<file path="src/rtl/rip_pkg.sv">
`timescale 1ns / 1ps

package rip_pkg;

  // scan sequencer states
  typedef enum logic [1:0] {
    ST_IDLE,
    ST_SCAN,
    ST_WRITE
  } rip_state_t;

  // control from sequencer to the row-end memory
  typedef struct packed {
    logic rd;
    logic wr;
  } rip_mem_ctl_t;

  // fixed field widths
  localparam int COORD_W = 32;
  localparam int IDX_OUT_W = 4;
  localparam int CFG_W = 5;

  // register reset value for the active row count
  localparam logic [CFG_W-1:0] ROWS_RESET = 5'd16;

endpackage

</file>
<file path="src/rtl/interval_row_placer_top.sv">
`timescale 1ns / 1ps
// channel | handshake             | payload
// input   | in_valid / in_stall   | interval_start, interval_end (signed Q16.16)
// result  | out_valid / out_stall | row_index
// config  | cfg_valid / cfg_ready | rows_in_use
//
// an item passes through the accepting cycle, k row compares and the write-back.
// k is the position of the first row that fits, at most the active row count
// n (1 .. MAX_ROWS); no new input is taken until the item's write-back is done.
// the next item can be taken in the cycle after the write-back; a waiting result sits
// in the output register and only holds off the write-back of the following item.
// reset is synchronous; all row ends read as zero afterwards (per-row flags).

module interval_row_placer_top
  import rip_pkg::*;
#(
  parameter int MAX_ROWS = 16
) (
  input  logic                      clk,
  input  logic                      rst,
  input  logic                      in_valid,
  output logic                      in_stall,
  input  logic signed [COORD_W-1:0] interval_start,
  input  logic signed [COORD_W-1:0] interval_end,
  output logic                      out_valid,
  input  logic                      out_stall,
  output logic [IDX_OUT_W-1:0]      row_index,
  input  logic                      cfg_valid,
  output logic                      cfg_ready,
  input  logic [CFG_W-1:0]          rows_in_use
);

  localparam int AW = (MAX_ROWS > 1) ? $clog2(MAX_ROWS) : 1;

  logic [CFG_W-1:0]   rows_cfg;
  rip_mem_ctl_t       mem_ctl;
  logic [AW-1:0]      rd_addr;
  logic [AW-1:0]      wr_addr;
  logic [COORD_W-1:0] wr_data;
  logic [COORD_W-1:0] rd_data;

  // configuration register, always ready for a transfer
  assign cfg_ready = 1'b1;

  always_ff @(posedge clk) begin
    if (rst) begin
      rows_cfg <= ROWS_RESET;
    end else if (cfg_valid && cfg_ready) begin
      rows_cfg <= rows_in_use;
    end
  end

  rip_scan #(
    .MAX_ROWS(MAX_ROWS),
    .AW(AW)
  ) u_scan (
    .clk           (clk),
    .rst           (rst),
    .in_valid      (in_valid),
    .in_stall      (in_stall),
    .interval_start(interval_start),
    .interval_end  (interval_end),
    .rows_in_use   (rows_cfg),
    .out_valid     (out_valid),
    .out_stall     (out_stall),
    .row_index     (row_index),
    .mem_ctl       (mem_ctl),
    .rd_addr       (rd_addr),
    .wr_addr       (wr_addr),
    .wr_data       (wr_data),
    .rd_data       (rd_data)
  );

  rip_row_mem #(
    .DEPTH(MAX_ROWS),
    .AW(AW)
  ) u_mem (
    .clk    (clk),
    .rst    (rst),
    .ctl    (mem_ctl),
    .rd_addr(rd_addr),
    .wr_addr(wr_addr),
    .wr_data(wr_data),
    .rd_data(rd_data)
  );

endmodule

</file>
<file path="src/rtl/rip_row_mem.sv">
`timescale 1ns / 1ps

module rip_row_mem
  import rip_pkg::*;
#(
  parameter int DEPTH = 16,
  parameter int AW = 4
) (
  input  logic                clk,
  input  logic                rst,
  input  rip_mem_ctl_t        ctl,
  input  logic [AW-1:0]       rd_addr,
  input  logic [AW-1:0]       wr_addr,
  input  logic [COORD_W-1:0]  wr_data,
  output logic [COORD_W-1:0]  rd_data
);

  logic [COORD_W-1:0] mem [DEPTH];
  logic [DEPTH-1:0]   vld;
  logic [COORD_W-1:0] rd_q;
  logic               rd_vld;

  // storage array, no reset
  always_ff @(posedge clk) begin
    if (ctl.wr) begin
      mem[wr_addr] <= wr_data;
    end
  end

  // per-row written flags, rows never written read as zero
  always_ff @(posedge clk) begin
    if (rst) begin
      vld <= '0;
    end else if (ctl.wr) begin
      vld[wr_addr] <= 1'b1;
    end
  end

  // registered read port
  always_ff @(posedge clk) begin
    if (ctl.rd) begin
      rd_q   <= mem[rd_addr];
      rd_vld <= vld[rd_addr];
    end
  end

  assign rd_data = rd_vld ? rd_q : '0;

endmodule

</file>
<file path="src/rtl/rip_scan.sv">
`timescale 1ns / 1ps

module rip_scan
  import rip_pkg::*;
#(
  parameter int MAX_ROWS = 16,
  parameter int AW = 4
) (
  input  logic                       clk,
  input  logic                       rst,
  input  logic                       in_valid,
  output logic                       in_stall,
  input  logic signed [COORD_W-1:0]  interval_start,
  input  logic signed [COORD_W-1:0]  interval_end,
  input  logic [CFG_W-1:0]           rows_in_use,
  output logic                       out_valid,
  input  logic                       out_stall,
  output logic [IDX_OUT_W-1:0]       row_index,
  output rip_mem_ctl_t               mem_ctl,
  output logic [AW-1:0]              rd_addr,
  output logic [AW-1:0]              wr_addr,
  output logic [COORD_W-1:0]         wr_data,
  input  logic [COORD_W-1:0]         rd_data
);

  localparam int CW = ($clog2(MAX_ROWS + 1) > CFG_W) ? $clog2(MAX_ROWS + 1) : CFG_W;

  rip_state_t                 state, state_next;
  logic signed [COORD_W-1:0]  start_coord;
  logic [COORD_W-1:0]         end_coord;
  logic [AW-1:0]              cmp_idx, cmp_idx_next;
  logic [AW-1:0]              best_idx, best_idx_next;
  logic signed [COORD_W-1:0]  best_end, best_end_next;
  logic                       have_best, have_best_next;
  logic [AW-1:0]              chosen, chosen_next;
  logic [CW-1:0]              n_clip;
  logic [CW-1:0]              n_last;
  logic [AW-1:0]              last;
  logic signed [COORD_W-1:0]  row_val;
  logic                       fits;
  logic                       better;
  logic                       accept;
  logic                       out_free;
  logic [AW+IDX_OUT_W-1:0]    idx_ext;

  // effective row count: zero counts as one, clipped to the built depth
  always_comb begin
    n_clip = CW'(rows_in_use);
    if (n_clip == '0) begin
      n_clip = CW'(1);
    end
    if (n_clip > CW'(MAX_ROWS)) begin
      n_clip = CW'(MAX_ROWS);
    end
    n_last = n_clip - CW'(1);
    last   = n_last[AW-1:0];
  end

  // row compare against the latched interval
  assign row_val  = $signed(rd_data);
  assign fits     = row_val < start_coord;
  assign better   = !have_best || (row_val < best_end);
  assign accept   = in_valid && !in_stall;
  assign out_free = !out_valid || !out_stall;
  assign in_stall = (state != ST_IDLE);

  // sequencer next state and memory control
  always_comb begin
    state_next     = state;
    cmp_idx_next   = cmp_idx;
    best_idx_next  = best_idx;
    best_end_next  = best_end;
    have_best_next = have_best;
    chosen_next    = chosen;
    mem_ctl        = '0;
    rd_addr        = '0;
    unique case (state)
      ST_IDLE: begin
        if (accept) begin
          mem_ctl.rd     = 1'b1;
          rd_addr        = '0;
          cmp_idx_next   = '0;
          have_best_next = 1'b0;
          state_next     = ST_SCAN;
        end
      end
      ST_SCAN: begin
        if (fits) begin
          chosen_next = cmp_idx;
          state_next  = ST_WRITE;
        end else if (cmp_idx == last) begin
          chosen_next = better ? cmp_idx : best_idx;
          state_next  = ST_WRITE;
        end else begin
          if (better) begin
            best_idx_next = cmp_idx;
            best_end_next = row_val;
          end
          have_best_next = 1'b1;
          cmp_idx_next   = cmp_idx + AW'(1);
          mem_ctl.rd     = 1'b1;
          rd_addr        = cmp_idx + AW'(1);
        end
      end
      ST_WRITE: begin
        if (out_free) begin
          mem_ctl.wr = 1'b1;
          state_next = ST_IDLE;
        end
      end
      default: begin
        state_next = ST_IDLE;
      end
    endcase
  end

  assign wr_addr = chosen;
  assign wr_data = end_coord;
  assign idx_ext = {{IDX_OUT_W{1'b0}}, chosen};

  // state register
  always_ff @(posedge clk) begin
    if (rst) begin
      state <= ST_IDLE;
    end else begin
      state <= state_next;
    end
  end

  // scan working registers
  always_ff @(posedge clk) begin
    if (accept) begin
      start_coord <= interval_start;
      end_coord   <= interval_end;
    end
    cmp_idx   <= cmp_idx_next;
    best_idx  <= best_idx_next;
    best_end  <= best_end_next;
    have_best <= have_best_next;
    chosen    <= chosen_next;
  end

  // result register, decouples the result transfer from the scan
  always_ff @(posedge clk) begin
    if (rst) begin
      out_valid <= 1'b0;
    end else if (state == ST_WRITE && out_free) begin
      out_valid <= 1'b1;
    end else if (!out_stall) begin
      out_valid <= 1'b0;
    end
  end

  always_ff @(posedge clk) begin
    if (state == ST_WRITE && out_free) begin
      row_index <= idx_ext[IDX_OUT_W-1:0];
    end
  end

endmodule

</file>
<file path="config.mk">
export PLATFORM = sky130hd
export DESIGN_NAME = interval_row_placer_top
export DESIGN_NICKNAME = d
export VERILOG_FILES = /design/src/rtl/rip_pkg.sv /design/src/rtl/interval_row_placer_top.sv /design/src/rtl/rip_row_mem.sv /design/src/rtl/rip_scan.sv
export SDC_FILE = /design/constraint.sdc
export NUM_CORES = 1
export LEC_CHECK = 0
export ABC_AREA = 1
export BUFFER_PORTS_ARGS = -buffer_cell sky130_fd_sc_hd__buf_2
export CORE_MARGIN = 5
export CORE_UTILIZATION = 60
export DETAILED_ROUTE_END_ITERATION = 10
export PLACE_DENSITY = 0.83
export SETUP_SLACK_MARGIN = 0.5
export SKIP_CTS_REPAIR_TIMING = 1
export SYNTH_ARGS = -nofsm -noshare
export SYNTH_HDL_FRONTEND = slang
export SYNTH_SLANG_ARGS = --single-unit
</file>
<file path="constraint.sdc">
create_clock -name clk -period 12.3 [get_ports clk]
set_input_delay 0 -clock clk [delete_from_list [all_inputs] [get_ports clk]]
set_output_delay 0 -clock clk [all_outputs]
set_load 0.01 [all_outputs]
</file>
==> impl_metrics.yaml <==
critical_path:
  cp_max_fo: 98
  worst_path_max_delay_cell: "edfxtp_1"
  timing.critical_path.slowest_cell_delay_ps: 1000
  req_time_crit_path_ps: 12650
  setup.worst_path.class: "reg -> reg"
  critical_path.endpoint_type: "register"
  cp_data_arrival_time_ps: 6600
  r2r_setup_slack_ps: 6040
  path_cells: "nand2_1, inv_1, ha_1, a21oi_1, nor2_1, nor3b_1, nor2_1, nor2_1, nand3_2, nand4_1, buf_4, buf_4, buf_4, nand2_1, nand3_1, nand3_1, nand3_1, nand2_1"
  worst_setup_path_start_kind: "register"
clocking:
  cts-root-to-sink-buffers: 3
  cts-buffers-inserted: 68
  clockRootBuffer: "clkbuf_16"
  worstSkewPairLatency_ps: 610
  clock_tree.htree_level_count: 3
  path_clk_slew_ps: 60
  numClockSinks: 682
  tritoncts: "built"
detailed_routing:
  met2_length_mm: 35.2
  route.detailed.drc: 0
  highest-signal-layer: "met5"
  routed_wirelength_mm: 72.7
  dr_total_vias: 20691
  detailed_route_wirelength_on_metal3_mm: 8.60
  drtIter0Drc: 2736
  routed_wire_length_per_instance_um: 19.9
  drt.antenna.violating_nets: 0
  routedLengthMet1_mm: 25.5
  vias_per_cell: 5.65
  detail_route.first_pass.iterations: 7
sta:
  final.setup.worst_slack_ps: 6040
  report.final.hold_viol_count: 0
  worstMarginPinSlew_ps: 1340
  post-route-min-period_ps: 6260
  fmax_ghz: 0.160
  clock-skew-final_ps: 32.6
  timing.final.max_slew_violations: 0
  layout_worst_path_cycle_share_pct: 50.9
  rsz_0062_raised_after_global_routing: "false"
  slew-limit-headroom_pct: 10.9
  tns_ps: 0
  finalSetupViolCount: 0
place:
  finalWeightedCongestion: 0.821
  post-dp-hpwl_mm: 36.6
  dpl_worst_slack_ps: 6320
  place_inst: 3464
  buffer_ports.inserted: 79
layout:
  syn2layout_area_growth_pct: 13.4
  final_nets: 3090
  final_util_pct: 68.8
  most_common_cell_after_layout_fill_and_taps_aside: "nand2_1"
  layout-drive-gt1-share_pct: 7.51
  final_cells: 3659
  antenna-diode-count: 0
  commonest_cells_after_routing_fill_and_taps_aside: "nand2_1 (723), edfxtp_1 (658), inv_1 (601), nand3_1 (447), dlygate4sd3_1 (82)"
yosys:
  synthTopCellsByArea: "edfxtp_1 (67%), nand2_1 (9.1%), inv_1 (7.6%)"
  synth_seq_cells: 682
  synth_edf_count: 658
  syn-num-nets: 2944
  synth-warning-count: 0
  synth_top_cell_by_area: "edfxtp_1"
  synth_sequential_area_ratio_pct: 68.2
  synthFlopType: "edfxtp_1"
  syn_inst: 2806
  synth.cell_area_mm2: 0.0297
  synthArstFlopShare_pct: 0
  syn_avg_cell_area_um2: 10.6
  ys_types: 35
  synth_top_area_share_pct: 66.6
job:
  cap_viol_max_count: 0
floorplan:
  area_of_the_die_mm2: 0.0540
  start_util_pct: 60.6
  die_height_um: 232
  boundaryPins: 81
  coreArea_mm2: 0.0490
  dieWidth_um: 232
  num_rows: 81
grt:
  grt_remaining_overflow: 0
  first_global_vias: 20277
  groute.usage.overall_pct: 26.2
  antenna_violations_before_repair: 1
  global_route_wire_length_before_repair_mm: 109
  grt_max_degree: 264
hold_path:
  min_path_type: "in -> reg"
status:
  status: "finished clean"
pwr:
  power.density_cell_area_mw_per_mm2: 175
  vdd_ir_drop_max_mv: 0.105
  leakage_power_total_nw: 14.6
  finalPower_mw: 5.88
-- power breakdown --
| group | switching (mW) | total [mW] | internal, mW |
|---|---|---|---|
| clock network | 0.833 | 1.99 | 1.16 |
| logic | 0.717 | 1.03 | 0.310 |
| registers | 0.114 | 2.86 | 2.75 |
| total | 1.66 | 5.88 | 4.22 |
-- routing by layer --
layer | global-route usage [%] | vias up
met4 | 13.2 | 2
met1 | 33.5 | 9692
li1 | - | 9340
met3 | 5.50 | 257
met2 | 43.0 | 1400
met5 | 0.368 | -
-- worst max-delay path, delay by kind of cell, from the launching register on --
kind	cells	cell delay [ps]
compound gates	1	170
simple gates	12	1720
fa+ha+maj	1	270
buf+inv	4	2590
flops	1	1000
-- logic make-up after synthesis --
logic type	Yosys count	synth area share, %
AO/OA/AOI/OAI	56	1.05
flip-flops	682	68.2
XOR/XNOR	5	0.148
adder cells (fa/ha/maj)	64	2.70
other	1	0.0126
AND/OR/NAND/NOR	1282	18.4
buffers and inverters	716	9.54
-- registers in the layout, summed over array words and instances (netlist names) --
signal              cells
u_mem.rd_q             32
u_scan.wr_addr          4
u_scan.out_valid        1
u_scan.state            2
u_scan.best_idx         4
u_scan.start_coord     32
u_scan.row_index        4
u_mem.mem             512
u_scan.have_best        1
u_scan.cmp_idx          4
rows_cfg                5
u_mem.rd_vld            1
u_mem.vld              16
u_scan.wr_data         32
u_scan.best_end        32
-- cell usage after synthesis (15+ instances only) --
cell type and number:
inv_1 603, clkbuf_1 18, buf_2 73, a21oi_1 28
dfxtp_1 24, nand2_1 723, o21ai_0 15, ha_1 64
edfxtp_1 658, nor2_1 85, nand3_1 447
-- layout make-up --
type | count | area (um2)
repair buffers | 188 | 1430
inverters | 604 | 2270
flip-flops and latches | 682 | 20200
fillers | 3109 | 15300
well taps | 664 | 831
multi-input cells | 1408 | 6780
clock inverters | 25 | 223
clock buffers | 88 | 1880
-- worst paths after layout --
path	end	startpoint	cells after the start
setup / recovery	u_mem.rd_q[18]	u_mem.rd_vld	18
setup reg to reg	u_mem.rd_q[18]	u_mem.rd_vld	18
hold reg to reg	u_mem.vld[6]	u_mem.vld[6]	2
hold / removal	u_scan.wr_data[12]	interval_end[12]	2
-- metrics by stage --
step | hold WS [ps] | cell area [um2]
global route | 105 | 33700
CTS | -452 | 32800
global placement | 177 | 30700
finish | 109 | 33700
detailed placement | 178 | 30700
floorplan | 98.9 | 29700
Note: power is estimated with default switching activity, not from simulation.
